File: src/sv/tldn_pkg.sv
package tldn_pkg;

  // Field widths
  localparam int unsigned SecW   = 7;
  localparam int unsigned LightW = 12;
  localparam int unsigned TickW  = 16;
  localparam int unsigned CfgW   = 16;
  localparam int unsigned CfgIdxW = 3;

  // Reset values of the configuration registers
  localparam logic [SecW-1:0]   GreenTimeRst   = SecW'(5);
  localparam logic [SecW-1:0]   YellowTimeRst  = SecW'(2);
  localparam logic [SecW-1:0]   RedTimeRst     = SecW'(5);
  localparam logic [LightW-1:0] ThresholdRst   = LightW'(1000);
  localparam logic [SecW-1:0]   PedLimitRst    = SecW'(2);
  localparam logic [TickW-1:0]  TicksPerSecRst = TickW'(1000);
  localparam logic [TickW-1:0]  BlinkHalfRst   = TickW'(500);
  localparam logic [TickW-1:0]  DebounceRst    = TickW'(200);

  // Configuration register indexes
  typedef enum logic [CfgIdxW-1:0] {
    CFG_GREEN_TIME        = 3'd0,
    CFG_YELLOW_TIME       = 3'd1,
    CFG_RED_TIME          = 3'd2,
    CFG_LIGHT_THRESHOLD   = 3'd3,
    CFG_PEDESTRIAN_LIMIT  = 3'd4,
    CFG_TICKS_PER_SECOND  = 3'd5,
    CFG_BLINK_HALF_PERIOD = 3'd6,
    CFG_DEBOUNCE_TICKS    = 3'd7
  } cfg_idx_e;

  // Traffic phase
  typedef enum logic [1:0] {
    PH_GREEN  = 2'd0,
    PH_YELLOW = 2'd1,
    PH_RED    = 2'd2
  } phase_e;

  // One tick: sensor sample and button level
  typedef struct packed {
    logic [LightW-1:0] light_level;
    logic              button_pressed;
  } in_t;

  // One result: lamps and display
  typedef struct packed {
    logic            red_lamp;
    logic            yellow_lamp;
    logic            green_lamp;
    logic            street_lamp;
    logic            show_dashes;
    logic [SecW-1:0] display_seconds;
  } out_t;

endpackage

File: src/sv/traffic_light_day_night_controller_core.sv
// Traffic light controller with day/night mode and pedestrian button.
//
// Input channel (in_valid_i / in_stall_o / in_data_i): one transfer per
// millisecond tick, carrying the light sample and the button level.
// Output channel (out_valid_o / out_stall_i / out_data_o): exactly one
// transfer per input tick, in order, with lamp states and display value.
// Configuration: cfg_we_i writes cfg_wdata_i into register cfg_idx_i
// (green, yellow, red time, light threshold, pedestrian limit, ticks per
// second, blink half period, debounce ticks); write only while idle.
//
// A tick's result is registered and valid in the next cycle. Throughput
// is one tick per cycle unless the receiver stalls; the whole tick update
// (counters, compares, phase step) is a short combinational pass ahead of
// the output register. in_stall_o rises only while a result sits in the
// output register and the receiver stalls; the result then holds.
// Reset restores all configuration defaults, puts the phase at green
// with 5 seconds, clears the tick, blink and lockout counters, and
// empties the output register.
module traffic_light_day_night_controller_core
  import tldn_pkg::*;
(
  input  logic               clk_i,
  input  logic               rst_ni,
  input  logic               cfg_we_i,
  input  logic [CfgIdxW-1:0] cfg_idx_i,
  input  logic [CfgW-1:0]    cfg_wdata_i,
  input  logic               in_valid_i,
  output logic               in_stall_o,
  input  in_t                in_data_i,
  output logic               out_valid_o,
  input  logic               out_stall_i,
  output out_t               out_data_o
);

  // Configuration registers
  logic [SecW-1:0]   green_time_q, yellow_time_q, red_time_q, ped_limit_q;
  logic [LightW-1:0] threshold_q;
  logic [TickW-1:0]  ticks_per_sec_q, blink_half_q, debounce_q;

  always_ff @(posedge clk_i or negedge rst_ni) begin
    if (!rst_ni) begin
      green_time_q    <= GreenTimeRst;
      yellow_time_q   <= YellowTimeRst;
      red_time_q      <= RedTimeRst;
      threshold_q     <= ThresholdRst;
      ped_limit_q     <= PedLimitRst;
      ticks_per_sec_q <= TicksPerSecRst;
      blink_half_q    <= BlinkHalfRst;
      debounce_q      <= DebounceRst;
    end else if (cfg_we_i) begin
      unique case (cfg_idx_e'(cfg_idx_i))
        CFG_GREEN_TIME:        green_time_q    <= cfg_wdata_i[SecW-1:0];
        CFG_YELLOW_TIME:       yellow_time_q   <= cfg_wdata_i[SecW-1:0];
        CFG_RED_TIME:          red_time_q      <= cfg_wdata_i[SecW-1:0];
        CFG_LIGHT_THRESHOLD:   threshold_q     <= cfg_wdata_i[LightW-1:0];
        CFG_PEDESTRIAN_LIMIT:  ped_limit_q     <= cfg_wdata_i[SecW-1:0];
        CFG_TICKS_PER_SECOND:  ticks_per_sec_q <= cfg_wdata_i[TickW-1:0];
        CFG_BLINK_HALF_PERIOD: blink_half_q    <= cfg_wdata_i[TickW-1:0];
        CFG_DEBOUNCE_TICKS:    debounce_q      <= cfg_wdata_i[TickW-1:0];
        default: ;
      endcase
    end
  end

  // Handshake: output register parts the two sides
  logic out_valid_q, in_accept, out_free;
  out_t out_data_q, out_data_d;

  assign out_free   = !out_valid_q || !out_stall_i;
  assign in_stall_o = !out_free;
  assign in_accept  = in_valid_i && out_free;

  // Tick state
  phase_e           phase_q, phase_d;
  logic [SecW-1:0]  secs_q, secs_d;
  logic [TickW-1:0] sec_cnt_q, sec_cnt_d;
  logic [TickW-1:0] blink_cnt_q, blink_cnt_d;
  logic             blink_on_q, blink_on_d;
  logic [TickW-1:0] lockout_q, lockout_d;

  logic             night;
  logic [TickW-1:0] sec_inc, blink_inc, lockout_dec;
  phase_e           step_phase;
  logic [SecW-1:0]  step_secs;
  logic             press;

  assign night       = in_data_i.light_level < threshold_q;
  assign sec_inc     = (sec_cnt_q == '1) ? sec_cnt_q : sec_cnt_q + TickW'(1);
  assign blink_inc   = (blink_cnt_q == '1) ? blink_cnt_q : blink_cnt_q + TickW'(1);
  assign lockout_dec = (lockout_q != '0) ? lockout_q - TickW'(1) : lockout_q;
  assign press       = in_data_i.button_pressed && (lockout_dec == '0);

  // Countdown step: decrement, or move to next phase at zero
  always_comb begin
    step_phase = phase_q;
    step_secs  = secs_q;
    if (secs_q != '0) begin
      step_secs = secs_q - SecW'(1);
    end else begin
      unique case (phase_q)
        PH_GREEN: begin
          step_phase = PH_YELLOW;
          step_secs  = yellow_time_q;
        end
        PH_YELLOW: begin
          step_phase = PH_RED;
          step_secs  = red_time_q;
        end
        default: begin
          step_phase = PH_GREEN;
          step_secs  = green_time_q;
        end
      endcase
    end
  end

  // Next tick state and result
  always_comb begin
    sec_cnt_d   = sec_inc;
    blink_cnt_d = blink_inc;
    blink_on_d  = blink_on_q;
    lockout_d   = lockout_dec;
    phase_d     = phase_q;
    secs_d      = secs_q;
    out_data_d  = '0;
    if (night) begin
      if (blink_inc >= blink_half_q) begin
        blink_cnt_d = '0;
        blink_on_d  = !blink_on_q;
      end
      phase_d                 = PH_GREEN;
      secs_d                  = green_time_q;
      out_data_d.yellow_lamp  = blink_on_d;
      out_data_d.street_lamp  = 1'b1;
      out_data_d.show_dashes  = 1'b1;
    end else begin
      if (sec_inc >= ticks_per_sec_q) begin
        sec_cnt_d = '0;
        phase_d   = step_phase;
        secs_d    = step_secs;
      end
      if (press) begin
        if (phase_d == PH_GREEN && secs_d > ped_limit_q) begin
          secs_d = ped_limit_q;
        end
        lockout_d = debounce_q;
      end
      out_data_d.red_lamp        = (phase_d == PH_RED);
      out_data_d.yellow_lamp     = (phase_d == PH_YELLOW);
      out_data_d.green_lamp      = (phase_d == PH_GREEN);
      out_data_d.display_seconds = secs_d;
    end
  end

  always_ff @(posedge clk_i or negedge rst_ni) begin
    if (!rst_ni) begin
      phase_q     <= PH_GREEN;
      secs_q      <= GreenTimeRst;
      sec_cnt_q   <= '0;
      blink_cnt_q <= '0;
      blink_on_q  <= 1'b0;
      lockout_q   <= '0;
    end else if (in_accept) begin
      phase_q     <= phase_d;
      secs_q      <= secs_d;
      sec_cnt_q   <= sec_cnt_d;
      blink_cnt_q <= blink_cnt_d;
      blink_on_q  <= blink_on_d;
      lockout_q   <= lockout_d;
    end
  end

  // Output register
  always_ff @(posedge clk_i or negedge rst_ni) begin
    if (!rst_ni) begin
      out_valid_q <= 1'b0;
    end else if (out_free) begin
      out_valid_q <= in_accept;
    end
  end

  always_ff @(posedge clk_i) begin
    if (in_accept) begin
      out_data_q <= out_data_d;
    end
  end

  assign out_valid_o = out_valid_q;
  assign out_data_o  = out_data_q;

`ifndef SYNTHESIS
  // Night result: only yellow may light, display blank
  a_night_out: assert property (@(posedge clk_i) disable iff (!rst_ni)
    out_valid_o && out_data_o.street_lamp |->
      !out_data_o.red_lamp && !out_data_o.green_lamp &&
      out_data_o.show_dashes && out_data_o.display_seconds == '0)
    else $error("night result has day lamps or display");

  // Day result: exactly one traffic lamp
  a_day_lamps: assert property (@(posedge clk_i) disable iff (!rst_ni)
    out_valid_o && !out_data_o.street_lamp |->
      $onehot({out_data_o.red_lamp, out_data_o.yellow_lamp, out_data_o.green_lamp}))
    else $error("day result lamps not one-hot");

  // Input only stalls while a result is held
  a_stall_cause: assert property (@(posedge clk_i) disable iff (!rst_ni)
    in_stall_o |-> out_valid_o && out_stall_i)
    else $error("input stalled with free output register");

  // Night tick reloads green
  a_night_reload: assert property (@(posedge clk_i) disable iff (!rst_ni)
    in_accept && night |=> phase_q == PH_GREEN && secs_q == $past(green_time_q))
    else $error("night tick did not reload green");

  // Accepted press loads the lockout
  a_lockout: assert property (@(posedge clk_i) disable iff (!rst_ni)
    in_accept && !night && press |=> lockout_q == $past(debounce_q))
    else $error("press did not load lockout");
`endif

endmodule

File: config.mk
export PLATFORM = sky130hd
export DESIGN_NAME = traffic_light_day_night_controller_core
export DESIGN_NICKNAME = d
export VERILOG_FILES = /design/src/sv/tldn_pkg.sv /design/src/sv/traffic_light_day_night_controller_core.sv
export SDC_FILE = /design/constraint.sdc
export NUM_CORES = 1
export LEC_CHECK = 0
export ABC_CLOCK_PERIOD_IN_PS = 6400
export BUFFER_PORTS_ARGS = -buffer_cell sky130_fd_sc_hd__buf_2
export CORE_ASPECT_RATIO = 0.8
export CORE_MARGIN = 2
export CORE_UTILIZATION = 50
export CTS_CLUSTER_SIZE = 14
export DETAILED_ROUTE_END_ITERATION = 7
export PLACE_DENSITY_LB_ADDON = 0.12
export SLEW_MARGIN = 20
export SYNTH_ARGS = -nofsm -noshare
export SYNTH_HDL_FRONTEND = slang
export SYNTH_SLANG_ARGS = --single-unit
export TNS_END_PERCENT = 20
File: constraint.sdc
create_clock -name clk_i -period 6.4 [get_ports clk_i]
set_input_delay 1.28 -clock clk_i [delete_from_list [all_inputs] [get_ports clk_i]]
set_output_delay 1.28 -clock clk_i [all_outputs]
set_load 0.1 [all_outputs]
Yosys cells after proc, flatten, opt, wreduce, memory -nomap -nowiden
Cells that the tools add are included.
{"block": "totals", "register_bits": 159, "latchBits": 0, "ramBits": 0, "mem_bits_ro": 0, "input_bits": 37, "out_inout_bits": 14, "wordCells": 88, "mem_count": 0}
{"block": "op_classes", "add_sub_neg": 4, "n_mul": 0, "n_div": 0, "n_lt_le_gt_ge": 4, "n_eq_ne": 12, "shift": 0, "mux": 24, "bitwise": 0, "n_reduce_logical": 23}
{"cell": "2-to-1 mux 16 bit", "n": 9}
{"cell": "2-to-1 mux 7 bit", "n": 6}
{"cell": "adder 16 x 1 -> 16 bit (second input constant)", "n": 2}
{"cell": "equality test 16 bit (second input constant)", "n": 2}
{"cell": ">= comparator 16 bit", "n": 2}
{"cell": "AND reduction 2 bit", "n": 9}
{"cell": "zero test 16 bit", "n": 1}
{"cell": "nonzero test 16 bit", "n": 1}
{"cell": "subtractor 16 x 1 -> 16 bit (second input constant)", "n": 1}
{"cell": "one-hot mux 7 bit (2 select lines)", "n": 1}
{"cell": "equality test 3 bit (second input constant)", "n": 4}
{"cell": "< comparator 12 bit", "n": 1}
{"cell": "2-to-1 mux 2 bit", "n": 5}
{"cell": "> comparator 7 bit", "n": 1}
{"cell": "nonzero test 7 bit", "n": 1}
{"cell": "subtractor 7 x 1 -> 7 bit (second input constant)", "n": 1}
{"cell": "equality test 3 x 2 -> 1 bit (second input constant)", "n": 2}
{"cell": "equality test 2 x 1 -> 1 bit (second input constant)", "n": 2}
{"cell": "zero test 1 bit", "n": 4}
{"cell": "zero test 2 bit", "n": 2}
{"cell": "one-hot mux 2 bit (2 select lines)", "n": 1}
{"cell": "equality test 3 x 1 -> 1 bit (second input constant)", "n": 1}
{"cell": "logical AND 1 bit", "n": 3}
{"cell": "zero test 3 bit", "n": 1}
{"cell": "3 further kinds", "n": 4}

Logic depth before layout (Yosys ltp)
{"block": "depth", "ltp_word": 10, "depth_mapped": 25, "ltp_nobuf": 23}

Worst setup path after synthesis
OpenSTA, ideal clock, no wires.
{"block": "synth_path", "kind": "register to register", "from": "register sec_cnt_q[2]", "to": "register out_data_q, in the netlist out_data_o[2], data pin", "setup_ns": 0.266, "arrival_ns": 5.306, "required_time_ns": 6.134, "setup_slack_ns": 0.829, "path_stages_with_launch": 26, "path_buffers": 2, "period_less_slack_ns": 5.571, "cell_sequence": "dfrtp_1 -> and3_1 -> nand4_1 -> or3_1 -> clkbuf_1 -> and3_1 -> and2_0 -> nand3_1 -> xnor2_1 -> ha_1 -> nand2_1 -> nor3_1 -> a311oi_1 -> nand2_1 -> nand2_1 -> mux2_2 -> ha_1 -> a21oi_1 -> o21ai_0 -> a21oi_1 -> nor2b_1 -> a2111oi_0 -> nor4b_4 -> buf_6 -> mux2i_1 -> nor2_1"}
{"block": "synth_via", "elab_chain_cells": 9, "elab_cells_between_ends": 13, "cone_classes": "add/sub (1); order compare (2); eq/ne (1); mux (7); reduce/logical (2)"}
{"element": "from (decl)", "line": "traffic_light_day_night_controller_core.sv:76", "source": "logic [TickW-1:0] sec_cnt_q, sec_cnt_d;"}
{"element": "from (signal assigned)", "line": "traffic_light_day_night_controller_core.sv:166", "source": "sec_cnt_q <= sec_cnt_d;"}
{"element": "adder 16 x 1 -> 16 bit or equality test 16 bit (tied branches)", "line": "traffic_light_day_night_controller_core.sv:88", "source": "assign sec_inc = (sec_cnt_q == '1) ? sec_cnt_q : sec_cnt_q + TickW'(1);"}
{"element": "2-to-1 mux 16 bit (*)", "line": "traffic_light_day_night_controller_core.sv:88"}
{"element": ">= comparator 16 bit (*)", "line": "traffic_light_day_night_controller_core.sv:137", "source": "if (sec_inc >= ticks_per_sec_q) begin"}
{"element": "2-to-1 mux 7 bit or 2-to-1 mux 2 bit (tied branches)", "line": "traffic_light_day_night_controller_core.sv:137"}
{"element": "2-to-1 mux 7 bit or 2-to-1 mux 2 bit (tied branches)", "line": "traffic_light_day_night_controller_core.sv:126", "source": "if (night) begin"}
{"element": "> comparator 7 bit or zero test 2 bit (tied branches)", "line": "traffic_light_day_night_controller_core.sv:143", "source": "if (phase_d == PH_GREEN && secs_d > ped_limit_q) begin"}
{"element": "logical AND 1 bit", "line": "traffic_light_day_night_controller_core.sv:143"}
{"element": "2-to-1 mux 7 bit", "line": "traffic_light_day_night_controller_core.sv:143"}
{"element": "2-to-1 mux 7 bit (*)", "line": "traffic_light_day_night_controller_core.sv:142", "source": "if (press) begin"}
{"element": "to (signal assigned)", "line": "traffic_light_day_night_controller_core.sv:184", "source": "out_data_q <= out_data_d;"}
{"element": "to (decl)", "line": "traffic_light_day_night_controller_core.sv:67", "source": "out_t out_data_q, out_data_d;"}
Mark *: on every way between the ends. The rest lies on a longest branch, timed or not. The select of a mux whose other input is x is not followed.
A chain may end at the register's enable or synchronous reset.

Worst setup path in the final report
{"block": "layout_path", "from": "register sec_cnt_q[2]", "to": "register out_data_q, in the netlist out_data_o[6], data pin"}
Same word-level chain as after synthesis.

==> out/summary.txt <==
RSZ-0062 raised after global routing: no
Dpl ws: 416 ps
Total GRT Usage: 24.8%
Status: completed
Share of post-route cells with drive strength above 1: 24.7%
Number of flops mapped to enable cells by yosys: 11
Crit path DAT: 5950 ps
Die width: 155 um
Lkg Pwr: 0.00454 uW
Internal: 2240 uW
R2R Path Start: sec_cnt_q[2]
Max_cap viols: 0
H-tree levels: 4
CTS root buf: clkbuf_16
Most common cell after layout, fill and taps aside: dfrtp_1
Hold WC Path Type: flip-flop to flip-flop
Crit Path Max Fanout: 10
Pre-antenna DRT Iters: 6
Fin crit share: 90.1%
R2R setup slack: 630 ps
Total CTS buffers: 17
Area of the core: 18000 um2
Critical Path Start Type: flip-flop
Mapped Nets: 969
Wire per inst: 19.7 um
FP Rows: 44
Clock power share: 27.9%
# setup viols final: 0
DP Area: 9560 um2
Final #Nets: 1008
Switching power: 1330 uW
DRC: 0
Setup crit end kind: flip-flop
Initial antenna violation count: 1
Final Hold Fails: 0
I/O pins: 51
Design Area, Final: 10200 um2
Post-Route WL: 22800 um
Max Transition Viols Final: 0
Vias in the first global route: 6925
Most frequent cells in the layout: 118 x dfrtp_1, 93 x mux2_2, 66 x inv_1, 55 x ha_1, 54 x nand2_1
Asr flop ratio synth: 93.0%
Distinct cells, synth: 72
CP startpoint: sec_cnt_q[2]
Post-synthesis sequential area ratio: 44.3%
CTS Buffer Depth: 2
Tmin final: 5770 ps
I/O Buffers: 50
Non-Filler Instances: 1159
Combinational Power Share: 30.9%
Setup CP Type: flip-flop to flip-flop
First-pass GRT wire length: 37300 um
Die footprint: 19300 um2
Seq pwr share: 41.2%
Placed cells: 1126
Setup Skew: 11.7 ps
Flip-flop and latch count after synthesis: 158
Worst Tran Pin Value: 1050 ps
Main synth FF type: dfrtp_1
Cell Area, Synth: 9120 um2
Hold Path Origin: sec_cnt_q[10]
Final Wtd Congestion: 0.943
Initial Util: 50.7%
Sink Count: 158
Post-Synthesis Cells: 877
Setup WS post-layout: 634 ps
Grt ovf: 0
Die Height: 125 um
CTS tree: built
Vias post-DR: 6939
Synth Area per Inst: 10.4 um2
Maximum vdd drop: 0.157 mV
Worst skew pair latency: 440 ps
CTS Hold Bufs: 0
Post-DR vias/cell: 5.99
Synth warn: 0
DPL Wire Length: 16100 um
Slew margin rel.: 29.5%
Switching Share: 37.3%
Number of routed nets with antenna violations: 0
Setup TNS: 0 ps
Clock transition at the registers of the reported paths: 70 ps
Ant. Diodes: 0
Detailed router's first-iteration violation count: 527
CP required: 6590 ps
Power per cell area: 352 nW/um2
Layout area overhead: 11.4%
Largest net degree at the start of global routing: 76
FMAX: 0.173 GHz
==> worst paths after layout <==
kind / end / cells after the start
min in group asynchronous: sec_cnt_q[12] / 1
max: out_data_o[6] / 24
min reg2reg: sec_cnt_q[10] / 2
max reg2reg: out_data_o[6] / 24
max in group asynchronous: yellow_time_q[3] / 2
min: sec_cnt_q[10] / 2
==> worst max-delay path: stages (launching register included) <==
cell	delay, ps
dfrtp_1	440
and3_1	230
nand4_1	200
or3_1	490
and3_1	260
and2_0	250
nand3_1	160
xnor2_1	140
ha_1	270
a21oi_1	140
o21ai_0	100
a22oi_1	400
nand2_2	230
nand2_1	140
mux2_2	360
ha_1	320
a21oi_1	120
o21ai_0	100
a21oi_1	160
nor2b_1	70
a2111oi_2	380
nor4b_4	90
buf_12	170
mux2i_1	220
nor2_1	70
==> synthesized netlist by cell type (4+ instances only) <==
library cell,n,area (um2)
nand4_1,18,113
dfstp_2,29,762
a21o_1,9,67.6
or3_1,8,50.1
nand2b_1,8,50.1
ha_1,55,688
xnor2_1,17,149
a21oi_1,42,210
o211ai_1,5,37.5
edfxtp_1,11,330
nor3b_1,5,37.5
inv_1,66,248
nor4_1,12,75.1
nor3_1,15,75.1
mux2i_1,18,180
o21ai_0,44,220
dfrtp_1,118,2950
nand3_1,32,160
nand2_1,56,210
nand3b_1,4,30.0
and3_1,14,87.6
clkbuf_1,32,120
o21a_1,8,60.1
o31ai_1,7,52.6
nor2_1,44,165
a31oi_1,4,25.0
a22o_1,24,210
mux2_2,93,1050
xor2_1,10,87.6
==> what timing repair did <==
action                     CTS  global route
resized for setup            0             3
buffers inserted             0             1
setup endpoints to repair    0            14
==> flip-flops by register name, summed over array words and instances (netlist names) <==
name / flops
blink_half_q: 16
blink_cnt_q: 16
yellow_time_q: 7
ped_limit_q: 7
sec_cnt_q: 16
threshold_q: 12
blink_on_q: 1
ticks_per_sec_q: 16
red_time_q: 7
lockout_q: 16
secs_q: 7
green_time_q: 7
out_valid_o: 1
debounce_q: 16
phase_q: 2
out_data_o: 11
==> cells by family after synthesis <==
kind of cell	after synthesis	synth area share, %
buffers and inverters	106	4.66
xor gates and xnor gates	27	2.59
DFF	158	44.3
and+or+nand+nor	243	14.4
muxes	111	13.5
adders and majority gates	55	7.54
AOI/OAI and AO/OA	177	13.0
==> per-stage QoR <==
stage,hold WS [ps],total power [uW],utilization [%]
after floorplan,449,2260,-
after global placement,465,2530,53.1
after detailed placement,478,2560,53.1
after CTS,493,3570,56.3
after global routing,513,3790,56.4
final,487,3570,56.4
==> power groups by stage <==
stage | clock network [uW] | logic (uW) | registers (uW)
2_1_floorplan | 0 | 776 | 1480
3_3_place_gp | 0 | 1060 | 1470
3_5_place_dp | 0 | 1080 | 1480
4_1_cts | 1010 | 1090 | 1460
5_1_grt | 1050 | 1230 | 1500
6_report | 996 | 1110 | 1470
==> routing by layer <==
layer / GRT usage (%) / part of all wire (%) / vias to the layer above / routed length [um]
met2: 37.8 / 45 / 193 / 10200
met5: 0 / 0.057 / - / 13
li1: - / - / 3260 / -
met4: 5.61 / 1.4 / 2 / 308
met3: 5.39 / 5.7 / 29 / 1290
met1: 36.1 / 48 / 3455 / 11000
==> cell type report <==
class | count | area [um2]
clock buffers | 18 | 429
flip-flops and latches | 158 | 4050
well taps | 230 | 288
fillers | 1566 | 7840
inverters | 67 | 251
multi-input cells | 613 | 4670
repair buffers | 59 | 337
clock inverters | 14 | 143
Power figures use the tool's default switching activity.
